## config.mk

```make
export PLATFORM = sky130hd
export DESIGN_NAME = usb_setup_request_responder_top_flat
export DESIGN_NICKNAME = d
export VERILOG_FILES = /design/src/hdl/usrr_pkg.sv /design/src/hdl/usrr_req_if.sv /design/src/hdl/usrr_rsp_if.sv /design/src/hdl/usrr_rom.sv /design/src/hdl/usb_setup_request_responder_top.sv /design/src/flat_wrapper.sv
export SDC_FILE = /design/constraint.sdc
export NUM_CORES = 1
export LEC_CHECK = 0
export BUFFER_PORTS_ARGS = -buffer_cell sky130_fd_sc_hd__clkbuf_2
export CORE_UTILIZATION = 25
export DETAILED_ROUTE_END_ITERATION = 8
export HOLD_SLACK_MARGIN = 0.03
export PLACE_DENSITY_LB_ADDON = 0.1
export SYNTH_ARGS = -nofsm -noshare
export SYNTH_HDL_FRONTEND = slang
export SYNTH_SLANG_ARGS = --single-unit
```

## constraint.sdc

```tcl
create_clock -name clk -period 4.1 [get_ports clk]
set_input_delay 0.205 -clock clk [delete_from_list [all_inputs] [get_ports clk]]
set_output_delay 0.205 -clock clk [all_outputs]
set_load 0.005 [all_outputs]
```

## src/hdl/usrr_pkg.sv

```systemverilog
// Shared types, codes and descriptor contents for the setup request responder.
package usrr_pkg;

	localparam int IDX_W  = 6;
	localparam int DATA_W = 32;
	localparam int ADDR_W = 4;

	typedef logic [IDX_W-1:0] idx_t;

	typedef enum logic [1:0] {
		KIND_DATA  = 2'd0,
		KIND_ACK   = 2'd1,
		KIND_UNSUP = 2'd2
	} resp_kind_t;

	typedef enum logic [1:0] {
		REG_VENDOR_ID  = 2'd0,
		REG_PRODUCT_ID = 2'd1,
		REG_MAX_LUN    = 2'd2,
		REG_NONE       = 2'd3
	} reg_idx_t;

	typedef enum logic {
		ST_IDLE,
		ST_RUN
	} seq_state_t;

	typedef enum logic [2:0] {
		MODE_ROM,
		MODE_DEVICE,
		MODE_SERIAL_SHORT,
		MODE_ACK,
		MODE_LUN,
		MODE_UNSUP
	} req_mode_t;

	typedef enum logic [2:0] {
		SRC_ROM,
		SRC_VID_LO,
		SRC_VID_HI,
		SRC_PID_LO,
		SRC_PID_HI,
		SRC_SER_LEN,
		SRC_LUN,
		SRC_ZERO
	} byte_src_t;

	localparam logic [7:0]  CODE_SET_ADDRESS = 8'h05;
	localparam logic [7:0]  CODE_GET_DESC    = 8'h06;
	localparam logic [7:0]  CODE_SET_CONFIG  = 8'h09;
	localparam logic [7:0]  CODE_MAX_LUN     = 8'hFE;
	localparam logic [7:0]  TYPE_MAX_LUN     = 8'hA1;

	localparam logic [15:0] DESC_DEVICE  = 16'h0100;
	localparam logic [15:0] DESC_CONFIG  = 16'h0200;
	localparam logic [15:0] DESC_LANG    = 16'h0300;
	localparam logic [15:0] DESC_PRODUCT = 16'h0302;
	localparam logic [15:0] DESC_SERIAL  = 16'h0303;

	localparam logic [7:0] OFS_DEVICE  = 8'd0;
	localparam logic [7:0] OFS_CONFIG  = 8'd18;
	localparam logic [7:0] OFS_LANG    = 8'd50;
	localparam logic [7:0] OFS_PRODUCT = 8'd54;
	localparam logic [7:0] OFS_SERIAL  = 8'd78;

	localparam logic [15:0] VENDOR_ID_RST  = 16'h0930;
	localparam logic [15:0] PRODUCT_ID_RST = 16'h6544;
	localparam logic [7:0]  SERIAL_SHORT_LEN = 8'h02;
	localparam logic [7:0]  CONFIGURED_BIT = 8'h80;

	localparam logic [7:0] DESC_BYTES [128] = '{
		8'h12, 8'h01, 8'h00, 8'h02, 8'h00, 8'h00, 8'h00, 8'h40,
		8'h30, 8'h09, 8'h44, 8'h65, 8'h00, 8'h01, 8'h01, 8'h02, 8'h03, 8'h01,
		8'h09, 8'h02, 8'h20, 8'h00, 8'h01, 8'h01, 8'h00, 8'h80, 8'h32,
		8'h09, 8'h04, 8'h00, 8'h00, 8'h02, 8'h08, 8'h06, 8'h50, 8'h00,
		8'h07, 8'h05, 8'h81, 8'h02, 8'h00, 8'h02, 8'hFF,
		8'h07, 8'h05, 8'h02, 8'h02, 8'h00, 8'h02, 8'hFF,
		8'h04, 8'h03, 8'h09, 8'h04,
		8'h18, 8'h03, 8'h49, 8'h00, 8'h20, 8'h00, 8'h6C, 8'h00, 8'h6F, 8'h00,
		8'h76, 8'h00, 8'h65, 8'h00, 8'h20, 8'h00, 8'h53, 8'h00, 8'h4E, 8'h00,
		8'h53, 8'h00, 8'h44, 8'h00,
		8'h32, 8'h03,
		8'h30, 8'h00, 8'h30, 8'h00, 8'h31, 8'h00, 8'h30, 8'h00,
		8'h30, 8'h00, 8'h30, 8'h00, 8'h30, 8'h00, 8'h30, 8'h00,
		8'h30, 8'h00, 8'h30, 8'h00, 8'h30, 8'h00, 8'h30, 8'h00,
		8'h30, 8'h00, 8'h30, 8'h00, 8'h30, 8'h00, 8'h30, 8'h00,
		8'h30, 8'h00, 8'h30, 8'h00, 8'h30, 8'h00, 8'h30, 8'h00,
		8'h30, 8'h00, 8'h32, 8'h00, 8'h30, 8'h00, 8'h35, 8'h00
	};

	function automatic logic [7:0] desc_byte(input logic [7:0] idx);
		logic [7:0] b;
		b = idx[7] ? 8'h00 : DESC_BYTES[idx[6:0]];
		return b;
	endfunction

endpackage

```

## src/hdl/usrr_req_if.sv

```systemverilog
// Setup request channel: valid/ready with the setup packet fields.
interface usrr_req_if;
	logic        valid;
	logic        ready;
	logic [7:0]  request_type;
	logic [7:0]  request_code;
	logic [15:0] request_value;
	logic [15:0] request_length;

	modport source (
		output valid, request_type, request_code, request_value, request_length,
		input  ready
	);
	modport sink (
		input  valid, request_type, request_code, request_value, request_length,
		output ready
	);
endinterface

```

## src/hdl/usrr_rsp_if.sv

```systemverilog
// Response channel: valid/ready with one response byte or status per transfer.
interface usrr_rsp_if;
	logic       valid;
	logic       ready;
	logic [1:0] response_kind;
	logic [7:0] data_byte;
	logic       last_item;
	logic [7:0] address_value;

	modport source (
		output valid, response_kind, data_byte, last_item, address_value,
		input  ready
	);
	modport sink (
		input  valid, response_kind, data_byte, last_item, address_value,
		output ready
	);
endinterface

```

## src/hdl/usrr_rom.sv

```systemverilog
// Descriptor store: synchronous-read ROM, read data held while not enabled.
module usrr_rom #(
	parameter int DESC_STORE_BYTES = 128
) (
	input  logic                                clk,
	input  logic                                rd_en,
	input  logic [$clog2(DESC_STORE_BYTES)-1:0] rd_addr,
	output logic [7:0]                          rd_data
);

	logic [7:0] rd_data_q;

	always_ff @(posedge clk) begin
		if (rd_en) begin
			rd_data_q <= usrr_pkg::desc_byte(8'(rd_addr));
		end
	end

	assign rd_data = rd_data_q;

endmodule

```

## src/hdl/usb_setup_request_responder_top.sv

```systemverilog
// Top level of the USB setup request responder: decode, byte sequencer, output stage.
//
//  channel  dir  handshake        contents
//  req      in   valid/ready      request_type, request_code, request_value, request_length
//  rsp      out  valid/ready      response_kind, data_byte, last_item, address_value
//  apb      in   psel/penable     vendor_id, product_id, max_lun (write and read)
//
// A request is taken only when the sequencer is idle; it then issues one descriptor
// ROM read per cycle while the output does not stall, for 1 to 50 results per request.
// The first transfer follows the taken request through issue, the ROM read stage
// and the output register.
// A stalled output holds the ROM read stage, which in turn stops issue.
// arst_n resets the sequencer, valid bits, address register and config registers.
module usb_setup_request_responder_top #(
	parameter int DESC_STORE_BYTES = 128
) (
	input  logic                         clk,
	input  logic                         arst_n,
	usrr_req_if.sink                     req,
	usrr_rsp_if.source                   rsp,
	input  logic                         psel,
	input  logic                         penable,
	input  logic                         pwrite,
	input  logic [usrr_pkg::ADDR_W-1:0]  paddr,
	input  logic [usrr_pkg::DATA_W-1:0]  pwdata,
	output logic [usrr_pkg::DATA_W-1:0]  prdata,
	output logic                         pready
);

	localparam int AW = $clog2(DESC_STORE_BYTES);

	// config registers
	logic [15:0] vendor_id_q;
	logic [15:0] product_id_q;
	logic [3:0]  max_lun_q;
	logic        cfg_wr;
	usrr_pkg::reg_idx_t cfg_idx;

	assign pready  = 1'b1;
	assign cfg_wr  = psel && penable && pwrite;
	assign cfg_idx = usrr_pkg::reg_idx_t'(paddr[3:2]);

	always_ff @(posedge clk or negedge arst_n) begin
		if (!arst_n) begin
			vendor_id_q  <= usrr_pkg::VENDOR_ID_RST;
			product_id_q <= usrr_pkg::PRODUCT_ID_RST;
			max_lun_q    <= 4'd0;
		end else if (cfg_wr) begin
			unique case (cfg_idx)
				usrr_pkg::REG_VENDOR_ID:  vendor_id_q  <= pwdata[15:0];
				usrr_pkg::REG_PRODUCT_ID: product_id_q <= pwdata[15:0];
				usrr_pkg::REG_MAX_LUN:    max_lun_q    <= pwdata[3:0];
				usrr_pkg::REG_NONE:       ;
			endcase
		end
	end

	always_comb begin
		unique case (cfg_idx)
			usrr_pkg::REG_VENDOR_ID:  prdata = {16'd0, vendor_id_q};
			usrr_pkg::REG_PRODUCT_ID: prdata = {16'd0, product_id_q};
			usrr_pkg::REG_MAX_LUN:    prdata = {28'd0, max_lun_q};
			usrr_pkg::REG_NONE:       prdata = '0;
		endcase
	end

	// sequencer
	usrr_pkg::seq_state_t state_q, state_nxt;
	usrr_pkg::req_mode_t  mode_q, mode_dec;
	logic [7:0]           ofs_q, ofs_dec;
	usrr_pkg::idx_t       idx_q, last_idx_q, last_idx_dec;
	logic [7:0]           address_q;
	logic                 req_acc;
	logic                 issue_en;
	logic                 issue_last;
	logic                 adv;
	logic                 v_s1;

	assign req_acc    = req.valid && req.ready;
	assign issue_last = idx_q == last_idx_q;

	always_comb begin
		mode_dec     = usrr_pkg::MODE_UNSUP;
		ofs_dec      = usrr_pkg::OFS_DEVICE;
		last_idx_dec = '0;
		priority if (req.request_code == usrr_pkg::CODE_GET_DESC) begin
			unique case (req.request_value)
				usrr_pkg::DESC_DEVICE: begin
					mode_dec     = usrr_pkg::MODE_DEVICE;
					ofs_dec      = usrr_pkg::OFS_DEVICE;
					last_idx_dec = usrr_pkg::IDX_W'(17);
				end
				usrr_pkg::DESC_CONFIG: begin
					mode_dec     = usrr_pkg::MODE_ROM;
					ofs_dec      = usrr_pkg::OFS_CONFIG;
					last_idx_dec = (req.request_length == 16'd9) ?
						usrr_pkg::IDX_W'(8) : usrr_pkg::IDX_W'(31);
				end
				usrr_pkg::DESC_LANG: begin
					mode_dec     = usrr_pkg::MODE_ROM;
					ofs_dec      = usrr_pkg::OFS_LANG;
					last_idx_dec = (req.request_length == 16'd2) ?
						usrr_pkg::IDX_W'(1) : usrr_pkg::IDX_W'(3);
				end
				usrr_pkg::DESC_PRODUCT: begin
					mode_dec     = usrr_pkg::MODE_ROM;
					ofs_dec      = usrr_pkg::OFS_PRODUCT;
					last_idx_dec = usrr_pkg::IDX_W'(23);
				end
				usrr_pkg::DESC_SERIAL: begin
					ofs_dec = usrr_pkg::OFS_SERIAL;
					if (req.request_length == 16'd2) begin
						mode_dec     = usrr_pkg::MODE_SERIAL_SHORT;
						last_idx_dec = usrr_pkg::IDX_W'(1);
					end else begin
						mode_dec     = usrr_pkg::MODE_ROM;
						last_idx_dec = usrr_pkg::IDX_W'(49);
					end
				end
				default: mode_dec = usrr_pkg::MODE_UNSUP;
			endcase
		end else if (req.request_code == usrr_pkg::CODE_SET_ADDRESS ||
		             req.request_code == usrr_pkg::CODE_SET_CONFIG) begin
			mode_dec = usrr_pkg::MODE_ACK;
		end else if (req.request_code == usrr_pkg::CODE_MAX_LUN &&
		             req.request_type == usrr_pkg::TYPE_MAX_LUN) begin
			mode_dec = usrr_pkg::MODE_LUN;
		end else begin
			mode_dec = usrr_pkg::MODE_UNSUP;
		end
	end

	always_comb begin
		state_nxt = state_q;
		unique case (state_q)
			usrr_pkg::ST_IDLE: if (req_acc) state_nxt = usrr_pkg::ST_RUN;
			usrr_pkg::ST_RUN:  if (issue_en && issue_last) state_nxt = usrr_pkg::ST_IDLE;
		endcase
	end

	always_comb begin
		req.ready = 1'b0;
		issue_en  = 1'b0;
		unique case (state_q)
			usrr_pkg::ST_IDLE: req.ready = 1'b1;
			usrr_pkg::ST_RUN:  issue_en  = !v_s1 || adv;
		endcase
	end

	always_ff @(posedge clk or negedge arst_n) begin
		if (!arst_n) begin
			state_q   <= usrr_pkg::ST_IDLE;
			address_q <= 8'd0;
		end else begin
			state_q <= state_nxt;
			if (req_acc && req.request_code == usrr_pkg::CODE_SET_ADDRESS) begin
				address_q <= req.request_value[7:0];
			end else if (req_acc && req.request_code == usrr_pkg::CODE_SET_CONFIG) begin
				address_q <= address_q | usrr_pkg::CONFIGURED_BIT;
			end
		end
	end

	always_ff @(posedge clk) begin
		if (req_acc) begin
			mode_q     <= mode_dec;
			ofs_q      <= ofs_dec;
			last_idx_q <= last_idx_dec;
			idx_q      <= '0;
		end else if (issue_en) begin
			idx_q <= idx_q + usrr_pkg::IDX_W'(1);
		end
	end

	// byte source for the current index
	usrr_pkg::byte_src_t  src_iss;
	usrr_pkg::resp_kind_t kind_iss;
	logic [AW-1:0]        rom_addr;

	assign rom_addr = AW'(ofs_q) + AW'(idx_q);

	always_comb begin
		src_iss  = usrr_pkg::SRC_ROM;
		kind_iss = usrr_pkg::KIND_DATA;
		unique case (mode_q)
			usrr_pkg::MODE_ROM: src_iss = usrr_pkg::SRC_ROM;
			usrr_pkg::MODE_DEVICE: begin
				unique case (idx_q)
					usrr_pkg::IDX_W'(8):  src_iss = usrr_pkg::SRC_VID_LO;
					usrr_pkg::IDX_W'(9):  src_iss = usrr_pkg::SRC_VID_HI;
					usrr_pkg::IDX_W'(10): src_iss = usrr_pkg::SRC_PID_LO;
					usrr_pkg::IDX_W'(11): src_iss = usrr_pkg::SRC_PID_HI;
					default:              src_iss = usrr_pkg::SRC_ROM;
				endcase
			end
			usrr_pkg::MODE_SERIAL_SHORT:
				src_iss = (idx_q == '0) ? usrr_pkg::SRC_SER_LEN : usrr_pkg::SRC_ROM;
			usrr_pkg::MODE_ACK: begin
				src_iss  = usrr_pkg::SRC_ZERO;
				kind_iss = usrr_pkg::KIND_ACK;
			end
			usrr_pkg::MODE_LUN: src_iss = usrr_pkg::SRC_LUN;
			default: begin
				src_iss  = usrr_pkg::SRC_ZERO;
				kind_iss = usrr_pkg::KIND_UNSUP;
			end
		endcase
	end

	// ROM read stage
	logic [7:0]           rom_data;
	usrr_pkg::byte_src_t  src_s1;
	usrr_pkg::resp_kind_t kind_s1;
	logic                 last_s1;
	logic [7:0]           addr_s1;
	logic [7:0]           byte_s1;

	usrr_rom #(
		.DESC_STORE_BYTES(DESC_STORE_BYTES)
	) u_rom (
		.clk     (clk),
		.rd_en   (issue_en),
		.rd_addr (rom_addr),
		.rd_data (rom_data)
	);

	always_ff @(posedge clk or negedge arst_n) begin
		if (!arst_n) begin
			v_s1 <= 1'b0;
		end else if (issue_en) begin
			v_s1 <= 1'b1;
		end else if (adv) begin
			v_s1 <= 1'b0;
		end
	end

	always_ff @(posedge clk) begin
		if (issue_en) begin
			src_s1  <= src_iss;
			kind_s1 <= kind_iss;
			last_s1 <= issue_last;
			addr_s1 <= address_q;
		end
	end

	always_comb begin
		unique case (src_s1)
			usrr_pkg::SRC_ROM:     byte_s1 = rom_data;
			usrr_pkg::SRC_VID_LO:  byte_s1 = vendor_id_q[7:0];
			usrr_pkg::SRC_VID_HI:  byte_s1 = vendor_id_q[15:8];
			usrr_pkg::SRC_PID_LO:  byte_s1 = product_id_q[7:0];
			usrr_pkg::SRC_PID_HI:  byte_s1 = product_id_q[15:8];
			usrr_pkg::SRC_SER_LEN: byte_s1 = usrr_pkg::SERIAL_SHORT_LEN;
			usrr_pkg::SRC_LUN:     byte_s1 = {4'd0, max_lun_q};
			usrr_pkg::SRC_ZERO:    byte_s1 = 8'd0;
		endcase
	end

	// output register
	logic                 out_valid_q;
	usrr_pkg::resp_kind_t out_kind_q;
	logic [7:0]           out_data_q;
	logic                 out_last_q;
	logic [7:0]           out_addr_q;

	assign adv = v_s1 && (!out_valid_q || rsp.ready);

	always_ff @(posedge clk or negedge arst_n) begin
		if (!arst_n) begin
			out_valid_q <= 1'b0;
		end else if (adv) begin
			out_valid_q <= 1'b1;
		end else if (rsp.ready) begin
			out_valid_q <= 1'b0;
		end
	end

	always_ff @(posedge clk) begin
		if (adv) begin
			out_kind_q <= kind_s1;
			out_data_q <= byte_s1;
			out_last_q <= last_s1;
			out_addr_q <= addr_s1;
		end
	end

	assign rsp.valid         = out_valid_q;
	assign rsp.response_kind = out_kind_q;
	assign rsp.data_byte     = out_data_q;
	assign rsp.last_item     = out_last_q;
	assign rsp.address_value = out_addr_q;

	a_last_issue_idles: assert property (@(posedge clk) disable iff (!arst_n)
		issue_en && issue_last |=> state_q == usrr_pkg::ST_IDLE)
		else $error("sequencer still running after last issue");

	a_s1_hold: assert property (@(posedge clk) disable iff (!arst_n)
		v_s1 && !adv |=> v_s1 && $stable(rom_data))
		else $error("held ROM read stage changed");

	a_set_address: assert property (@(posedge clk) disable iff (!arst_n)
		req_acc && req.request_code == usrr_pkg::CODE_SET_ADDRESS
		|=> address_q == $past(req.request_value[7:0]))
		else $error("address register not updated");

	a_nondata_zero: assert property (@(posedge clk) disable iff (!arst_n)
		rsp.valid && rsp.response_kind != usrr_pkg::KIND_DATA |-> rsp.data_byte == 8'd0)
		else $error("status transfer carries data");

endmodule

```

## src/flat_wrapper.sv

```systemverilog
// flat-port wrapper written by rule: the top's interface ports become plain ports
module usb_setup_request_responder_top_flat 
#(
	parameter int DESC_STORE_BYTES = 128
)
  (clk, arst_n, psel, penable, pwrite, paddr, pwdata, prdata, pready, req_valid, req_request_type, req_request_code, req_request_value, req_request_length, req_ready, rsp_valid, rsp_response_kind, rsp_data_byte, rsp_last_item, rsp_address_value, rsp_ready);
  usrr_req_if req_i ();
  usrr_rsp_if rsp_i ();
  input  logic clk;
  input  logic arst_n;
  input  logic psel;
  input  logic penable;
  input  logic pwrite;
  input  logic [usrr_pkg::ADDR_W-1:0] paddr;
  input  logic [usrr_pkg::DATA_W-1:0] pwdata;
  output logic [usrr_pkg::DATA_W-1:0] prdata;
  output logic pready;
  input wire logic [$bits(req_i.valid)-1:0] req_valid;
  input wire logic [$bits(req_i.request_type)-1:0] req_request_type;
  input wire logic [$bits(req_i.request_code)-1:0] req_request_code;
  input wire logic [$bits(req_i.request_value)-1:0] req_request_value;
  input wire logic [$bits(req_i.request_length)-1:0] req_request_length;
  output wire logic [$bits(req_i.ready)-1:0] req_ready;
  output wire logic [$bits(rsp_i.valid)-1:0] rsp_valid;
  output wire logic [$bits(rsp_i.response_kind)-1:0] rsp_response_kind;
  output wire logic [$bits(rsp_i.data_byte)-1:0] rsp_data_byte;
  output wire logic [$bits(rsp_i.last_item)-1:0] rsp_last_item;
  output wire logic [$bits(rsp_i.address_value)-1:0] rsp_address_value;
  input wire logic [$bits(rsp_i.ready)-1:0] rsp_ready;
  assign req_i.valid = req_valid;
  assign req_i.request_type = req_request_type;
  assign req_i.request_code = req_request_code;
  assign req_i.request_value = req_request_value;
  assign req_i.request_length = req_request_length;
  assign req_ready = req_i.ready;
  assign rsp_valid = rsp_i.valid;
  assign rsp_response_kind = rsp_i.response_kind;
  assign rsp_data_byte = rsp_i.data_byte;
  assign rsp_last_item = rsp_i.last_item;
  assign rsp_address_value = rsp_i.address_value;
  assign rsp_i.ready = rsp_ready;
  usb_setup_request_responder_top #(.DESC_STORE_BYTES(DESC_STORE_BYTES)) u_core (.clk(clk), .arst_n(arst_n), .req(req_i), .rsp(rsp_i), .psel(psel), .penable(penable), .pwrite(pwrite), .paddr(paddr), .pwdata(pwdata), .prdata(prdata), .pready(pready));
endmodule
```

==> results of run 1 <==
[stage by stage]
step,util (%),total power [W],worst slack [ns],std cells
after floorplan,-,0.00276,1.83,596
after global placement,29.4,0.00333,1.32,989
after detailed placement,29.4,0.00332,1.34,989
after CTS,30.7,0.00422,1.29,1006
after global routing,30.7,0.00447,1.10,1006
final,30.7,0.00416,1.30,1007
[state kept, by name, summed over array words and instances, names as in the netlist, 2 cells and up]
register and flops:
u_core.kind_s1 2, u_core.ofs_q 5, u_core.addr_s1 8, u_core.rsp.response_kind 2, u_core.u_rom.rd_data 8, u_core.max_lun_q 4, u_core.rsp.address_value 8, u_core.idx_q 6
u_core.address_q 8, u_core.rsp.data_byte 8, u_core.src_s1 3, u_core.vendor_id_q 16, u_core.mode_q 3, u_core.last_idx_q 6, u_core.product_id_q 16
[power by group through the flow]
stage | clock, W | sequential [W] | combinational [W]
after global placement | 0 | 0.00156 | 0.00176
after global routing | 0.000956 | 0.00157 | 0.00194
final | 0.000870 | 0.00154 | 0.00175
after CTS | 0.000915 | 0.00155 | 0.00176
after detailed placement | 0 | 0.00157 | 0.00175
after floorplan | 0 | 0.00151 | 0.00126
[per-layer routing]
metal | up-vias | GRT usage (%) | part of all wire, %
met5 | - | 0 | 0
met4 | 0 | 4.35 | 0.66
met3 | 6 | 2.72 | 4.1
met2 | 113 | 20.4 | 48
met1 | 2277 | 18.1 | 47
li1 | 2304 | - | -
[tightest hold or removal path, stage by stage]
cell and delay (ns):
clkbuf_2 0.09, nand2_1 0.05, o21ai_0 0.07
[layout by cell type, fill, tap and decap left out, types with 4 or more instances in the layout]
cell | Yosys | final
nand3_1 | 16 | 16
clkbuf_16 | 0 | 9
mux2i_1 | 25 | 25
conb_1 | 2 | 17
nor2b_1 | 4 | 4
buf_4 | 17 | 12
o21ai_0 | 29 | 29
nand4_1 | 9 | 9
inv_1 | 18 | 18
a41oi_1 | 4 | 4
nand2_1 | 49 | 49
dfstp_2 | 10 | 10
mux2_2 | 41 | 41
nor4_1 | 6 | 6
nor3_1 | 14 | 14
nor2_1 | 54 | 54
o211ai_1 | 4 | 4
nand2b_1 | 5 | 5
xnor2_1 | 12 | 12
dfxtp_1 | 6 | 6
a31oi_1 | 8 | 8
a21oi_1 | 31 | 31
dfrtp_1 | 37 | 37
o31ai_1 | 5 | 5
edfxtp_1 | 55 | 55
clkbuf_2 | 1 | 109
xor2_1 | 12 | 12
ha_1 | 17 | 17
inv_6 | 0 | 4
mux4_2 | 4 | 4
o22ai_1 | 7 | 7
[final timing paths]
kind	startpoint	end
max reg2reg	u_core.idx_q[2]	u_core.u_rom.rd_data[3]
min	pwdata[8]	u_core.vendor_id_q[8]
min in group asynchronous	arst_n	u_core.product_id_q[0]
max in group asynchronous	arst_n	u_core.vendor_id_q[6]
min reg2reg	u_core.kind_s1[1]	u_core.rsp.response_kind[1]
max	u_core.idx_q[2]	u_core.u_rom.rd_data[3]
[kinds of logic after synthesis]
logic type / count (synthesis) / synth area share, %
and+or+nand+nor: 181 / 14.6
AOI/OAI and AO/OA: 114 / 11.8
DFF: 108 / 48.3
muxes: 70 / 13.1
buffers and inverters: 65 / 5.22
xor gates and xnor gates: 24 / 3.43
adders and majority gates: 17 / 3.47
other: 2 / 0.122
[layout make-up]
cell class              instances  area [um^2]  area share [%]
clock buffers                   9          225            3.09
repair buffers                122          646            8.85
flip-flops and latches        108         2960            40.6
multi-input cells             423         2920            40.0
clock inverters                 7         76.3            1.05
well taps                     319          399            5.47
inverters                      18         67.6           0.926
diodes                          1         2.50          0.0343
==> flow_summary_export.csv, run 1 <==
group,metric,value,unit
grt,grt.total_usage,13.1,%
grt,antenna_found_initial,0,
layout,fillCellCount,2467,
timing,relSlewSlack,29.1,%
logic_synthesis,synth_cell_types,67,
critical_path,r2r_setup_slack,1.30,ns
die,rows,56,
logic_synthesis,synth_top_cell_by_area,"edfxtp_1",
timing,tightest_slew,1.06,ns
cts,cts_setup_buffers,0,
detailed_routing,wl,16300,um
critical_path,cp-end-kind,"flip-flop",
cts,worst_skew_pair.late_latency,0.35,ns
logic_synthesis,async_reset_ff_share,43.5,%
cts,ctsHoldBuffers,1,
critical_path,start_kind,"flip-flop",
grt,grt_pass1_vias,4519,
critical_path,cp_num_buf_inv,1,
placement,place_hpwl,11900,um
power,p_seq_share,37.1,%
detailed_routing,post_drt_wl_per_cell,16.2,um
die,initial_core_util,25.8,%
detailed_routing,ant_nets,0,
timing,min_period_over_period,68.4,%
cts,cts_tree,"done",
grt,grt_pass1_wl,24900,um
power,max-vdd-ir-drop,0.195,mV
logic_synthesis,synthFlopType,"edfxtp_1",
flow_run,max-cap-violations,0,
power,pwr-share-comb,42.0,%
power,power.internal,0.00253,W
die,die_x,159,um
timing,fin_crit,2.80,ns
cts,ctsLongestPathBuffers,2,
logic_synthesis,netlist.area_leader.share,26.9,%
grt,grt_max_degree,48,
layout,finalNetCount,790,
logic_synthesis,synth_area_leaders,"edfxtp_1 27%, dfrtp_1 15%, mux2_2 7.5%",
detailed_routing,firstDrtPassIters,4,
die,dieArea,25200,um^2
critical_path,critPathMaxStageDelay,0.51,ns
cts,cts_root_buffer,"clkbuf_16",
critical_path,critPathMaxFanout,8,
logic_synthesis,netlist_instances,581,
placement,gp_congestion,0.834,
logic_synthesis,yosysSeqAreaShare,48.3,%
die,die_y,159,um
cts,cts_buffers,9,
detailed_routing,route.detailed.drc,0,
power,leakage,3.05,nW
critical_path,path_cells,"ha_1 > a21o_1 > a21oi_2 > xor2_1 > buf_4 > nor3_1 > a2111oi_0 > o311a_1",
timing,setup_viol,0,
timing,timing.hold.ws,0.0829,ns
grt,grt-ovfl-total,0,
logic_synthesis,yosysMostFrequentCell,"edfxtp_1",
outcome,status,"completed",
cts,cts.sinks,108,
power,power_density,571,nW/um^2
power,p_switching,0.00163,W
power,switching_share,39.2,%
die,core,23800,um^2
logic_synthesis,synth_seq_cells,108,
power,p_clk_share,20.9,%
logic_synthesis,syn_avg_cell_area,10.6,um^2
critical_path,critPathRequiredTime,4.31,ns
logic_synthesis,synth_enable_flop_cells,55,
hold_path,holdCritPathClass,"in2reg",
timing,rsz0062_at_grt,"no",
die,io_pins,145,
layout,final_cell_area,7300,um^2
timing,report.final.hold_viol_count,0,
layout,drive_above_1_share,29.5,%
placement,port_buffers,109,
detailed_routing,vias,4700,
layout,syn_to_final_growth,19.0,%
critical_path,worstSetupPathType,"reg2reg",
logic_synthesis,ys_warn_count,0,
cts,htree_levels,3,
hold_path,whs_path_depth,3,
critical_path,path_depth,8,
timing,slew_violations,0,
detailed_routing,drtIter0Drc,238,
critical_path,worstRegToRegCells,8,
critical_path,arrival,3.01,ns
timing,timing.fmax,0.357,GHz
placement,place_area,6980,um^2
timing,setup_tns,0,ns
cts,clkTransAtPathRegs,0.08,ns
critical_path,slowest_stage,"a2111oi_0",
timing,skew,0.00971,ns
logic_synthesis,ys_top_cells_by_count,"55 x edfxtp_1, 54 x nor2_1, 49 x nand2_1",
cts,cts-resized-gates,0,
logic_synthesis,syn_area,6130,um^2
critical_path,path_delay_family,"compound AO/OA/AOI/OAI gates",
detailed_routing,vias_per_cell,4.67,
No activity file was read; power rests on OpenSTA's default activity.
==> run 2: changes to the inputs <==
clock period = 2.4 ns   (was 4.1 ns; I/O delays follow)
==> flow_summary_export.csv, run 2 (same netlist as run 1, synthesis figures left out) <==
group,metric,value,unit
placement,pre_cts_ws,-0.0755,ns
timing,timing.fmax,0.407,GHz
cts,cts.sinks,108,
layout,final_common_cell,"clkbuf_2",
cts,cts_buffers,9,
layout,finalNetCount,871,
critical_path,rr_endpoint,"u_core.u_rom.rd_data[3]",
timing,setup_tns,-0.125,ns
critical_path,r2r_setup_slack,-0.06,ns
timing,timing.hold.ws,0.0669,ns
outcome,violations,"negative setup slack",
die,core,23800,um^2
power,power.internal,0.00516,W
critical_path,start_kind,"flip-flop",
layout,final_cell_mix,"109 x clkbuf_2, 62 x buf_4, 55 x edfxtp_1, 54 x nor2_1, 49 x nand2_1",
power,switching_share,38.7,%
layout,drive_above_1_share,36.2,%
layout,fin_util,34.0,%
placement,place_hpwl,13000,um
grt,antenna_found_initial,0,
cts,cts_root_buffer,"clkbuf_16",
critical_path,critPathMaxStageDelay,0.42,ns
die,io_pins,145,
critical_path,worst_path_most_repeated_cell,"buf_6",
cts,worst_skew_pair.late_latency,0.36,ns
detailed_routing,wl,17700,um
die,rows,56,
die,die_x,159,um
outcome,status,"finished with violations",
hold_path,hp-start,"rsp_ready",
timing,rsz0062_at_grt,"yes",
power,leakage,3.44,nW
timing,setup_slack,-0.0562,ns
critical_path,worstSetupPathType,"reg2reg",
detailed_routing,drtIter0Drc,248,
grt,grt-ovfl-total,0,
flow_run,max-cap-violations,0,
placement,gp_congestion,0.849,
detailed_routing,post_drt_wl_per_cell,16.3,um
layout,reg_top3,"u_core.product_id_q x16, u_core.vendor_id_q x16",
critical_path,cp-startpoint,"u_core.ofs_q[2]",
power,power_density,1040,nW/um^2
timing,slew_violations,0,
detailed_routing,firstDrtPassIters,5,
detailed_routing,vias_per_cell,4.68,
critical_path,slowest_stage,"edfxtp_1",
placement,port_buffers,109,
cts,clkTransAtPathRegs,0.07,ns
timing,relSlewSlack,52.8,%
hold_path,whs_path_depth,3,
power,p_seq_share,31.0,%
timing,tightest_slew,0.707,ns
cts,ctsLongestPathBuffers,2,
critical_path,path_cells,"ha_4 > buf_6 > a21o_1 > a21oi_2 > xor2_1 > buf_4 > buf_6 > and3_4 > nand2b_4 > o311a_1",
layout,antennaDiodeCount,0,
timing,skew,0.00987,ns
grt,grt_max_degree,27,
detailed_routing,route.detailed.drc,0,
critical_path,worstRegToRegCells,10,
timing,min_period_over_period,102,%
cts,htree_levels,3,
power,max-vdd-ir-drop,0.436,mV
die,die_y,159,um
power,pwr-share-comb,52.3,%
power,p_clk_share,16.8,%
critical_path,critPathRequiredTime,2.50,ns
timing,report.final.hold_viol_count,0,
layout,syn_to_final_growth,31.7,%
timing,fin_crit,2.46,ns
hold_path,hold_end,"u_core.rsp.valid",
hold_path,holdCritPathClass,"in2reg",
critical_path,r2r-start,"u_core.ofs_q[2]",
grt,grt_pass1_wl,26700,um
critical_path,arrival,2.56,ns
critical_path,critPathMaxFanout,4,
grt,grt_pass1_vias,4934,
die,initial_core_util,25.8,%
cts,cts_tree,"done",
detailed_routing,vias,5089,
die,dieArea,25200,um^2
detailed_routing,ant_nets,0,
power,p_switching,0.00326,W
grt,grt.total_usage,14.0,%
timing,setup_viol,3,
critical_path,cp-end-kind,"flip-flop",
==> run 2: cell types whose count changed in the layout (fill, tap and decap cells not counted), sizes merged <==
cell,before,now
buf,12,71
dlygate4sd3,1,23
clkinvlp,0,3
clkinv,3,1
inv,22,20
clkbuf,118,119
diode,1,0
==> run 2: layout make-up <==
class / instances / area [um^2]
repair buffers: 203 / 1360
well taps: 319 / 399
flip-flops and latches: 108 / 2960
multi-input cells: 423 / 3020
fillers: 2405 / 15700
clock buffers: 10 / 229
inverters: 18 / 67.6
clock inverters: 6 / 47.5
==> run 2: through the flow <==
stage	std cells	cell area, um^2	total power, W
floorplan	596	6190	0.00472
global placement	1035	7330	0.00643
detailed placement	1035	7330	0.00637
CTS	1074	7850	0.00790
global route	1087	8080	0.00898
finish	1087	8080	0.00842
==> run 2: power by group through the flow <==
stage               Clock [W]  Combinational [W]  Sequential (W)
floorplan                   0            0.00214         0.00258
global placement            0            0.00379         0.00264
detailed placement          0            0.00373         0.00264
CTS                   0.00148            0.00381         0.00261
global route          0.00154            0.00479         0.00265
finish                0.00141            0.00440         0.00260
==> run 2: how the worst max path moves through the flow <==
stage | to | depth (start not counted) | slack (ns)
floorplan | u_core.u_rom.rd_data[4] | 8 | 0.13
CTS | u_core.u_rom.rd_data[0] | 9 | 0.002
detailed placement | u_core.u_rom.rd_data[3] | 9 | -0.08
finish | u_core.u_rom.rd_data[3] | 10 | -0.06
global placement | u_core.u_rom.rd_data[3] | 8 | 0.003
global route | u_core.u_rom.rd_data[3] | 10 | -0.14
==> run 2: repair_timing <==
action	CTS	global route
pin swaps	0	13
gates cloned	0	0
hold buffers	23	0
setup buffers	0	13
resized for setup	4	27
endpoints found under the setup margin	2	7
endpoints found under the hold margin	52	0
==> run 2: routing by layer <==
layer	vias to the layer above	share of wire [%]	global-route usage [%]
met2	171	47	22.4
met1	2445	46	18.8
li1	2459	-	-
met5	-	0	0
met3	14	5.5	3.10
met4	0	1.3	4.12
==> run 2: worst max-delay path, delay by kind of cell (launching register included) <==
| kind | cells | cell delay, ns |
|---|---|---|
| AO/OA/AOI/OAI | 3 | 0.69 |
| flip-flops | 1 | 0.42 |
| buffers and inverters | 3 | 0.42 |
| adder cells (fa/ha/maj) | 1 | 0.26 |
| AND/OR/NAND/NOR | 2 | 0.29 |
| XOR/XNOR | 1 | 0.12 |
